[src/hw/rtl/dft32_pkg.sv]
// shared types, constants and twiddle table for the 32 point half spectrum dft
package dft32_pkg;

    localparam int DEF_POINTS  = 32;
    localparam int DEF_BINS    = 16;

    localparam int SAMPLE_W    = 11;
    localparam int TW_W        = 16;
    localparam int PROD_W      = SAMPLE_W + TW_W;
    localparam int OUT_W       = 24;
    localparam int BIN_W       = 4;
    localparam int TW_ENTRIES  = 32;
    localparam int TW_IDX_W    = 5;
    localparam int SIN_OFFSET  = 24;
    localparam int ROUND_SHIFT = 7;
    localparam int S_TDATA_W   = 16;
    localparam int M_TDATA_W   = 56;

    typedef enum logic [1:0] {
        ST_COLLECT,
        ST_MAC,
        ST_DRAIN,
        ST_EMIT
    } dft32_state_t;

    // q1.15 cosine, +1.0 held as 32767
    function automatic logic signed [TW_W-1:0] cos_q15(input logic [TW_IDX_W-1:0] idx);
        logic signed [TW_W-1:0] c;
        case (idx)
            5'd0:  c = 16'sd32767;
            5'd1:  c = 16'sd32138;
            5'd2:  c = 16'sd30274;
            5'd3:  c = 16'sd27246;
            5'd4:  c = 16'sd23170;
            5'd5:  c = 16'sd18205;
            5'd6:  c = 16'sd12540;
            5'd7:  c = 16'sd6393;
            5'd8:  c = 16'sd0;
            5'd9:  c = -16'sd6393;
            5'd10: c = -16'sd12540;
            5'd11: c = -16'sd18205;
            5'd12: c = -16'sd23170;
            5'd13: c = -16'sd27246;
            5'd14: c = -16'sd30274;
            5'd15: c = -16'sd32138;
            5'd16: c = -16'sd32767;
            5'd17: c = -16'sd32138;
            5'd18: c = -16'sd30274;
            5'd19: c = -16'sd27246;
            5'd20: c = -16'sd23170;
            5'd21: c = -16'sd18205;
            5'd22: c = -16'sd12540;
            5'd23: c = -16'sd6393;
            5'd24: c = 16'sd0;
            5'd25: c = 16'sd6393;
            5'd26: c = 16'sd12540;
            5'd27: c = 16'sd18205;
            5'd28: c = 16'sd23170;
            5'd29: c = 16'sd27246;
            5'd30: c = 16'sd30274;
            5'd31: c = 16'sd32138;
            default: c = 16'sd0;
        endcase
        return c;
    endfunction

endpackage

[src/hw/rtl/dft_32_point_half_spectrum.sv]
// direct dft over frames of POINTS samples, first BINS bins, one shared mac pair
// after the last sample of a frame, bin 0 is computed, then each further bin in turn,
//   with one pass of the shared real/imag mac pair per bin
// input: POINTS samples are taken one per cycle, then the input is held off until the
//   last bin is loaded into the result register, so output stalls hold it off as well
// reset: aresetn low at a rising edge empties the frame, the pipeline and the result register
module dft_32_point_half_spectrum #(
    parameter int POINTS = dft32_pkg::DEF_POINTS,
    parameter int BINS   = dft32_pkg::DEF_BINS
) (
    input  logic                             aclk,
    input  logic                             aresetn,
    input  logic                             s_tvalid,
    output logic                             s_tready,
    input  logic [dft32_pkg::S_TDATA_W-1:0]  s_tdata,   // [10:0] sample, rest zero
    output logic                             m_tvalid,
    input  logic                             m_tready,
    output logic [dft32_pkg::M_TDATA_W-1:0]  m_tdata,   // [3:0] bin_index, [27:4] real_part,
                                                        // [51:28] imag_part, rest zero
    output logic                             m_tlast    // last_bin
);

    localparam int PH_W   = $clog2(POINTS);
    localparam int K_W    = (BINS > 1) ? $clog2(BINS) : 1;
    // product is 26 bits of magnitude plus sign, grown by the number of terms
    localparam int ACC_RAW = dft32_pkg::PROD_W + $clog2(POINTS);
    localparam int ACC_MIN = dft32_pkg::OUT_W + dft32_pkg::ROUND_SHIFT + 1;
    localparam int ACC_W  = (ACC_RAW > ACC_MIN) ? ACC_RAW : ACC_MIN;
    localparam int RND_W  = ACC_W - dft32_pkg::ROUND_SHIFT;
    localparam int PAD_W  = dft32_pkg::M_TDATA_W - dft32_pkg::BIN_W - 2 * dft32_pkg::OUT_W;

    dft32_pkg::dft32_state_t state_reg, state_next;

    // frame store
    logic [dft32_pkg::SAMPLE_W-1:0] mem [POINTS];

    logic [PH_W-1:0] count_reg;
    logic [PH_W-1:0] n_reg;
    logic [PH_W-1:0] phase_reg;
    logic [PH_W-1:0] phase_next;
    logic [PH_W-1:0] step_reg;
    logic [PH_W:0]   phase_sum;
    logic [K_W-1:0]  k_reg;

    // twiddle index for each phase, floor(phase*32/POINTS)
    logic [dft32_pkg::TW_IDX_W-1:0] tw_lut [POINTS];
    logic [dft32_pkg::TW_IDX_W-1:0] tw_idx;
    logic [dft32_pkg::TW_IDX_W-1:0] sin_idx;

    // mac pipeline: read/twiddle stage, product stage, accumulate
    logic                                  v1_reg, v2_reg;
    logic signed [dft32_pkg::SAMPLE_W-1:0] x_reg;
    logic signed [dft32_pkg::TW_W-1:0]     cos_reg, sin_reg;
    logic signed [dft32_pkg::PROD_W-1:0]   prod_re_reg, prod_im_reg;
    logic signed [ACC_W-1:0]               acc_re_reg, acc_im_reg;
    logic signed [ACC_W-1:0]               bias_re, bias_im;

    // result register
    logic                           m_tvalid_reg;
    logic [dft32_pkg::BIN_W-1:0]    bin_reg;
    logic [dft32_pkg::OUT_W-1:0]    re_out_reg, im_out_reg;
    logic                           last_reg;

    // sequencer strobes
    logic s_accept;
    logic frame_done;
    logic issue;
    logic out_load;
    logic last_k;
    logic acc_clr;

    genvar p;
    generate
        for (p = 0; p < POINTS; p++) begin : g_tw_lut
            localparam int unsigned TW_IDX = (p * dft32_pkg::TW_ENTRIES) / POINTS;
            assign tw_lut[p] = dft32_pkg::TW_IDX_W'(TW_IDX);
        end
    endgenerate

    function automatic logic [dft32_pkg::OUT_W-1:0] sat_out(input logic [RND_W-1:0] v);
        logic hi_ones;
        logic hi_zeros;
        logic [dft32_pkg::OUT_W-1:0] r;
        hi_ones  = &v[RND_W-1:dft32_pkg::OUT_W-1];
        hi_zeros = ~|v[RND_W-1:dft32_pkg::OUT_W-1];
        if (hi_ones || hi_zeros) begin
            r = v[dft32_pkg::OUT_W-1:0];
        end else if (v[RND_W-1]) begin
            r = {1'b1, {(dft32_pkg::OUT_W-1){1'b0}}};
        end else begin
            r = {1'b0, {(dft32_pkg::OUT_W-1){1'b1}}};
        end
        return r;
    endfunction

    assign tw_idx    = tw_lut[phase_reg];
    assign sin_idx   = tw_idx + dft32_pkg::TW_IDX_W'(dft32_pkg::SIN_OFFSET);
    assign phase_sum = {1'b0, phase_reg} + {1'b0, step_reg};
    assign phase_next = (phase_sum >= (PH_W + 1)'(POINTS)) ?
                        PH_W'(phase_sum - (PH_W + 1)'(POINTS)) : PH_W'(phase_sum);
    assign last_k    = (k_reg == K_W'(BINS - 1));
    assign s_accept  = s_tvalid && s_tready;
    assign frame_done = s_accept && (count_reg == PH_W'(POINTS - 1));

    // +64 then floor shift by 7
    assign bias_re = acc_re_reg + ACC_W'(64);
    assign bias_im = acc_im_reg + ACC_W'(64);

    always_ff @(posedge aclk) begin
        if (!aresetn) begin
            state_reg <= dft32_pkg::ST_COLLECT;
        end else begin
            state_reg <= state_next;
        end
    end

    always_comb begin
        state_next = state_reg;
        s_tready   = 1'b0;
        issue      = 1'b0;
        out_load   = 1'b0;
        acc_clr    = 1'b0;
        case (state_reg)
            dft32_pkg::ST_COLLECT: begin
                s_tready = 1'b1;
                if (frame_done) begin
                    acc_clr    = 1'b1;
                    state_next = dft32_pkg::ST_MAC;
                end
            end
            dft32_pkg::ST_MAC: begin
                issue = 1'b1;
                if (n_reg == PH_W'(POINTS - 1)) begin
                    state_next = dft32_pkg::ST_DRAIN;
                end
            end
            dft32_pkg::ST_DRAIN: begin
                if (!v1_reg && !v2_reg) begin
                    state_next = dft32_pkg::ST_EMIT;
                end
            end
            dft32_pkg::ST_EMIT: begin
                if (!m_tvalid_reg || m_tready) begin
                    out_load = 1'b1;
                    acc_clr  = 1'b1;
                    if (last_k) begin
                        state_next = dft32_pkg::ST_COLLECT;
                    end else begin
                        state_next = dft32_pkg::ST_MAC;
                    end
                end
            end
            default: begin
                state_next = dft32_pkg::ST_COLLECT;
            end
        endcase
    end

    // frame store write and registered read
    always_ff @(posedge aclk) begin
        if (s_accept) begin
            mem[count_reg] <= s_tdata[dft32_pkg::SAMPLE_W-1:0];
        end
        x_reg <= mem[n_reg];
    end

    // sample counter
    always_ff @(posedge aclk) begin
        if (!aresetn) begin
            count_reg <= '0;
        end else if (frame_done) begin
            count_reg <= '0;
        end else if (s_accept) begin
            count_reg <= count_reg + PH_W'(1);
        end
    end

    // bin and phase sequencing
    always_ff @(posedge aclk) begin
        if (!aresetn) begin
            n_reg     <= '0;
            phase_reg <= '0;
            step_reg  <= '0;
            k_reg     <= '0;
        end else if (frame_done) begin
            n_reg     <= '0;
            phase_reg <= '0;
            step_reg  <= '0;
            k_reg     <= '0;
        end else if (issue) begin
            n_reg     <= (n_reg == PH_W'(POINTS - 1)) ? '0 : n_reg + PH_W'(1);
            phase_reg <= (n_reg == PH_W'(POINTS - 1)) ? '0 : phase_next;
        end else if (out_load && !last_k) begin
            k_reg    <= k_reg + K_W'(1);
            // step is k mod POINTS
            step_reg <= (step_reg == PH_W'(POINTS - 1)) ? '0 : step_reg + PH_W'(1);
        end
    end

    // twiddle fetch, products, accumulate
    always_ff @(posedge aclk) begin
        if (!aresetn) begin
            v1_reg <= 1'b0;
            v2_reg <= 1'b0;
        end else begin
            v1_reg <= issue;
            v2_reg <= v1_reg;
        end
    end

    always_ff @(posedge aclk) begin
        cos_reg     <= dft32_pkg::cos_q15(tw_idx);
        sin_reg     <= dft32_pkg::cos_q15(sin_idx);
        prod_re_reg <= dft32_pkg::PROD_W'(x_reg) * dft32_pkg::PROD_W'(cos_reg);
        prod_im_reg <= dft32_pkg::PROD_W'(x_reg) * dft32_pkg::PROD_W'(sin_reg);
        if (acc_clr) begin
            acc_re_reg <= '0;
            acc_im_reg <= '0;
        end else if (v2_reg) begin
            acc_re_reg <= acc_re_reg + ACC_W'(prod_re_reg);
            acc_im_reg <= acc_im_reg - ACC_W'(prod_im_reg);
        end
    end

    // result register, rounded and saturated on load
    always_ff @(posedge aclk) begin
        if (!aresetn) begin
            m_tvalid_reg <= 1'b0;
        end else if (out_load) begin
            m_tvalid_reg <= 1'b1;
        end else if (m_tready) begin
            m_tvalid_reg <= 1'b0;
        end
    end

    always_ff @(posedge aclk) begin
        if (out_load) begin
            bin_reg    <= dft32_pkg::BIN_W'(k_reg);
            re_out_reg <= sat_out(bias_re[ACC_W-1:dft32_pkg::ROUND_SHIFT]);
            im_out_reg <= sat_out(bias_im[ACC_W-1:dft32_pkg::ROUND_SHIFT]);
            last_reg   <= last_k;
        end
    end

    assign m_tvalid = m_tvalid_reg;
    assign m_tdata  = {{PAD_W{1'b0}}, im_out_reg, re_out_reg, bin_reg};
    assign m_tlast  = last_reg;

`ifndef NO_ASSERTIONS
    // no sample taken while the mac pipeline holds work
    a_ready_idle: assert property (@(posedge aclk) disable iff (!aresetn)
        s_tready |-> (!v1_reg && !v2_reg))
        else $error("input ready while mac pipeline busy");

    // work enters the pipeline only from the mac state
    a_issue_src: assert property (@(posedge aclk) disable iff (!aresetn)
        v1_reg |-> $past(state_reg == dft32_pkg::ST_MAC))
        else $error("mac pipeline loaded outside mac state");

    // product stage always follows a fetch
    a_pipe_order: assert property (@(posedge aclk) disable iff (!aresetn)
        v2_reg |-> $past(v1_reg))
        else $error("product stage valid without fetch");

    // final bin returns to an empty frame
    a_frame_end: assert property (@(posedge aclk) disable iff (!aresetn)
        (out_load && last_k) |=> (state_reg == dft32_pkg::ST_COLLECT && count_reg == '0))
        else $error("frame not restarted after last bin");

    // a pending result is never overwritten
    a_no_overrun: assert property (@(posedge aclk) disable iff (!aresetn)
        out_load |-> (!m_tvalid_reg || m_tready))
        else $error("result register overwritten");
`endif

endmodule

[config.mk]
export PLATFORM = sky130hd
export DESIGN_NAME = dft_32_point_half_spectrum
export DESIGN_NICKNAME = d
export VERILOG_FILES = /design/src/hw/rtl/dft32_pkg.sv /design/src/hw/rtl/dft_32_point_half_spectrum.sv
export SDC_FILE = /design/constraint.sdc
export NUM_CORES = 2
export LEC_CHECK = 0
export BUFFER_PORTS_ARGS = -buffer_cell sky130_fd_sc_hd__buf_2
export CAP_MARGIN = 20
export CELL_PAD_IN_SITES_DETAIL_PLACEMENT = 1
export CELL_PAD_IN_SITES_GLOBAL_PLACEMENT = 1
export CORE_MARGIN = 5
export CORE_UTILIZATION = 40
export DETAILED_ROUTE_END_ITERATION = 10
export PLACE_DENSITY = 0.66
export RECOVER_POWER = 100
export SETUP_SLACK_MARGIN = 0.5
export SYNTH_ARGS = -nofsm -noshare
export SYNTH_HDL_FRONTEND = slang
export SYNTH_SLANG_ARGS = --single-unit
[constraint.sdc]
create_clock -name aclk -period 5.4 [get_ports aclk]
set_input_delay 1.08 -clock aclk [delete_from_list [all_inputs] [get_ports aclk]]
set_output_delay 1.08 -clock aclk [all_outputs]
set_load 0.02 [all_outputs]
; Word-level counts from Yosys, hierarchy flattened
; Memories as Yosys holds them, arrays and structs flattened. A register that Yosys moved wholly into a read port is not among the register bits.
; Cells that the tools add are included.
[totals]
out_inout_bits = 59
romBits = 1184
mem_bits_rw = 352
mem_count = 4
ff_bits = 200
[memory_table]
columns = name, depth, width, read_ports, rd_clocked_by_memory_dff, write_ports, line_no
row1 = (name not given), 32, 16, 1, 1, 0, dft32_pkg.sv:29  ; case (idx)
row2 = (name not given), 32, 16, 1, 1, 0, dft32_pkg.sv:29
row3 = mem, 32, 11, 1, 1, 1, dft_32_point_half_spectrum.sv:35  ; logic [dft32_pkg::SAMPLE_W-1:0] mem [POINTS];
row4 = (name not given), 32, 5, 1, 0, 0, dft_32_point_half_spectrum.sv:96  ; assign tw_idx = tw_lut[phase_reg];
[op_classes]
n_eq_ne = 11
multipliers = 2
n_reduce_logical = 22
n_lt_le_gt_ge = 2
n_addsub = 11
bitwise_logic = 3
mux = 26
[op_table]
columns = op, n
row1 = $mux W24, 4
row2 = $add A32 B8 Y32 const B, 2
row3 = $mul A11 B16 Y27, 2
row4 = $add A32 B27 Y32, 1
row5 = $sub A32 B27 Y32, 1
row6 = $mux W5, 6
row7 = $add A5 B1 Y5 const B, 3
row8 = $eq A5 B5 Y1 const B, 3
row9 = $ge A6 B6 Y1 const B, 2
row10 = $mux W1, 10
row11 = $mux W2, 4
row12 = $ne A2 B2 Y1 const B, 4
row13 = $pmux W2 S4, 1
row14 = $add A5 B5 Y6, 1
row15 = $logic_not A1 Y1, 6
row16 = $not A5 Y6, 1
row17 = $reduce_and A2 Y1, 3
row18 = $reduce_or A2 Y1, 3
row19 = $add A5 B5 Y5 const B, 1
row20 = $sub A5 B1 Y5 const B, 1
row21 = $add A4 B1 Y4 const B, 1
row22 = $eq A2 B2 Y1 const B, 2
row23 = $eq A4 B4 Y1 const B, 1
row24 = $logic_and A1 B1 Y1, 4
row25 = other kinds (7), 10

; Depth between registers and ports, before layout
[logic_depth]
ltp_word = 6
ltp_mapped = 23
mapped_depth_nobuf = 22

; Worst setup path after synthesis
; OpenSTA, ideal clock, no wires.
[synth_path]
path_type = reg2reg
from = reg x_reg[10] (netlist bit) (read register of mem)
to = reg prod_re_reg[26] (netlist bit)
t_required_ns = 5.328
stages_incl_launch_ff = 21
arrival_time_ns = 5.437
n_path_buf = 1
setup_ns = 0.072
path_slack_ns = -0.109
cell_sequence = dfxtp_1 > clkinv_1 > clkbuf_1 > nor2_1 > fa_1 > fa_1 > fa_1 > fa_1 > inv_1 > fa_1 > inv_1 > ha_1 > a21o_1 > a21oi_1 > o21bai_1 > o41ai_4 > o21ai_2 > a2111oi_2 > o21bai_1 > a21oi_1 > xnor2_1
[synth_via]
elab_chain_cells = 1
[synth_lines]
columns = item, line_no
row1 = from (decl), dft_32_point_half_spectrum.sv:52  ; logic signed [dft32_pkg::SAMPLE_W-1:0] x_reg;
row2 = $mul A11 B16 Y27, dft_32_point_half_spectrum.sv:214  ; prod_re_reg <= dft32_pkg::PROD_W'(x_reg) * dft32_pkg::PROD_W'(cos_reg);
row3 = to (signal assigned), dft_32_point_half_spectrum.sv:214
row4 = to (decl), dft_32_point_half_spectrum.sv:54  ; logic signed [dft32_pkg::PROD_W-1:0] prod_re_reg, prod_im_reg;
; Every way passes these cells.
; A chain may end at the register's enable or synchronous reset.

; Worst setup path after layout
[layout_path]
from = reg x_reg[8] (netlist bit) (read register of mem)
to = reg prod_re_reg[25] (netlist bit)
; Same word-level chain as after synthesis.

==> results.json <==
{
  "largest_reg_flops": 352,
  "coreArea_um2": 98130,
  "path_clk_slew_ns": 0.06,
  "ant_nets": 0,
  "relSlewSlack_pct": -113.0,
  "grt_max_degree": 93,
  "path_buf_inv": 3,
  "h-tree-depth": 3,
  "row_count": 115,
  "post-route-period-util_pct": 98.10,
  "crit_family": "adder cells",
  "rsz0062_at_grt": "yes",
  "cap_viol_max_count": 10,
  "route.vias.total": 25590,
  "io_buffers": 69,
  "period_minus_slack_ns": 5.298,
  "max_stage_delay_ns": 0.55,
  "postSynthCellCount": 3448,
  "synth-seq-area-share_pct": 40.52,
  "fmax_mhz": 188.8,
  "synthTopCellsByArea": "edfxtp_1 (31%), fa_1 (17%), dfxtp_1 (9.7%), mux4_2 (6.7%), ha_1 (6.5%)",
  "clock-skew-final_ns": 0.03740,
  "critPathLaunchType": "flip-flop",
  "register_area_um2": 16030,
  "finalMaxSlewViolations": 372,
  "dieArea_um2": 104900,
  "hp-class": "reg2reg",
  "synth_top_area_share_pct": 30.87,
  "ys_types": 88,
  "required_ns": 5.93,
  "die_y_um": 323.9,
  "area_growth_pct": 14.24,
  "clkLatencyLatePin_ns": 0.65,
  "clock-sinks": 595,
  "multiInputGateArea_um2": 21460,
  "nFillCells": 10570,
  "antenna_cells": 0,
  "worst_pin_slew_ns": 3.194,
  "cts_hold_buffers": 0,
  "synthFlopType": "edfxtp_1",
  "synth-edff-count": 405,
  "crit_path_top_delay_cell": "fa_1",
  "arrival_ns": 5.83,
  "async_flop_share_pct": 0,
  "first_pass_iters": 5,
  "drive_gt1_share_pct": 14.68,
  "clockBufferDepth": 3,
  "yosysWarnings": 0,
  "grt_pass1_vias": 27550,
  "cp-end-kind": "flip-flop",
  "ys_ff_latch": 595,
  "cp_common_cell": "fa_1",
  "die_x_um": 323.9,
  "grt_pass1_wl_um": 153700,
  "drc": 0,
  "globalRouteOverflowTotal": 0,
  "start_util_pct": 40.15,
  "status": "finished with violations",
  "gp_congestion": 0.8120,
  "pin_count": 79,
  "worstPathCellList": "buf_12 > and2_1 > fa_1 > fa_1 > fa_1 > fa_1 > inv_1 > fa_1 > inv_2 > ha_4 > a21o_1 > a21oi_2 > o21bai_2 > a21o_1 > a31oi_4 > nand3b_1 > a31oi_4 > a21o_1 > o41ai_2 > xnor2_1",
  "antenna_found_initial": 0,
  "hold_viol": 0,
  "worstSetupPathType": "reg2reg",
  "syn_area_um2": 39400,
  "synth_top_cell_by_area": "edfxtp_1",
  "synth_commonest_cells": "inv_1 (462), edfxtp_1 (405), fa_1 (327), nand2_1 (283), nor2_1 (215)",
  "final_net_count": 4146,
  "numCtsBuffers": 70,
  "syn_area_per_cell_um2": 11.43,
  "setup_viol": 0,
  "cp_max_fo": 32,
  "fin_setup_tns_ns": 0,
  "hpwlAfterDp_um": 69280,
  "wl_per_cell_um": 19.45,
  "violations": "capacitance limit, slew limit",
  "cts_tree": "done",
  "synth.most_common_cell": "inv_1",
  "cts_root_buf": "clkbuf_16",
  "vias_per_cell": 5.182,
  "drt_wl_total_um": 96060,
  "track_usage_pct": 18.49,
  "drt_iter0_drc": 1123
}
==> metal layers <==
metal | up-vias | part of all wire, % | GRT usage (%) | wire, µm
met1 | 13100 | 44 | 24.26 | 42620
met5 | - | 0 | 0 | 0
li1 | 12010 | - | - | -
met4 | 0 | 2.6 | 5.102 | 2477
met3 | 130 | 2.9 | 2.302 | 2772
met2 | 354 | 50 | 32.55 | 48200
==> stage by stage <==
stage	cell area, µm²	setup slack, ns	hold WS, ns	utilization, %	cells
final	45010	0.1025	0.4589	45.87	4938
after global routing	45010	-0.08883	0.4827	45.87	4938
after CTS	44930	0.1131	0.4624	45.78	4918
after detailed placement	41800	-0.1729	0.4384	42.59	4752
after global placement	41800	-0.1337	0.4385	42.59	4752
after floorplan	39710	0.4184	0.4241	-	3451
==> worst reg2reg max path: cells and delay by family, from the launching register on <==
family | cells | cell delay [ns]
and+or+nand+nor | 2 | 0.40
AOI/OAI and AO/OA | 8 | 1.36
xor gates and xnor gates | 1 | 0.18
DFF | 1 | 0.32
buffers and inverters | 3 | 0.27
adders and majority gates | 6 | 2.68
==> timing repair <==
item | 4_1_cts | 5_1_grt
resized for setup | 103 | 44
gates cloned | 1 | 2
endpoints found under the setup margin | 26 | 25
pin swaps | 28 | 49
setup buffers | 37 | 11
==> cells in the final DEF (no fill, tap or decap), types with 48 or more instances in the layout <==
cell,netlist,routed
edfxtp_1,405,405
o21ai_0,110,134
clkbuf_1,124,98
nand3_1,47,48
fa_1,327,318
ha_1,204,192
xor2_1,58,58
a21oi_1,141,122
inv_1,462,446
nor2_1,215,212
dfxtp_1,190,162
and2_1,161,154
clkbuf_16,0,72
buf_4,4,117
nand2_1,283,271
mux4_2,118,118
xnor2_1,91,88
==> path summary, 6_finish.rpt <==
check                                       start                       to  slack [ns]  cells past startpoint
worst max-delay path             x_reg[8]$_DFF_P_  prod_re_reg[25]$_DFF_P_        0.10                     20
worst min-delay path            v1_reg$_SDFF_PN0_        v2_reg$_SDFF_PN0_        0.46                      1
worst max register to register   x_reg[8]$_DFF_P_  prod_re_reg[25]$_DFF_P_        0.10                     20
worst min register to register  v1_reg$_SDFF_PN0_        v2_reg$_SDFF_PN0_        0.46                      1
==> area by class of cell <==
cell class | count | share of cell area, %
Sequential cell | 595 | 35.61
Timing Repair Buffer | 235 | 3.922
Inverter | 464 | 3.897
Multi-Input combinational cell | 2229 | 47.67
Tap cell | 1287 | 3.577
Clock inverter | 38 | 1.167
Clock buffer | 90 | 4.147
==> cells by family (layout without fill, tap and decap cells) <==
kind of cell	Yosys count	after routing	synth area share, %
AOI/OAI and AO/OA	470	470	7.621
xor gates and xnor gates	149	149	3.312
adders and majority gates	531	531	23.09
buffers and inverters	627	827	6.126
DFF	595	595	40.52
muxes	175	175	8.231
other	1	4	0.009517
and+or+nand+nor	900	900	11.09
Power is not shown: default switching activity piles up to over one toggle a cycle in this logic, so the estimate is an artifact.
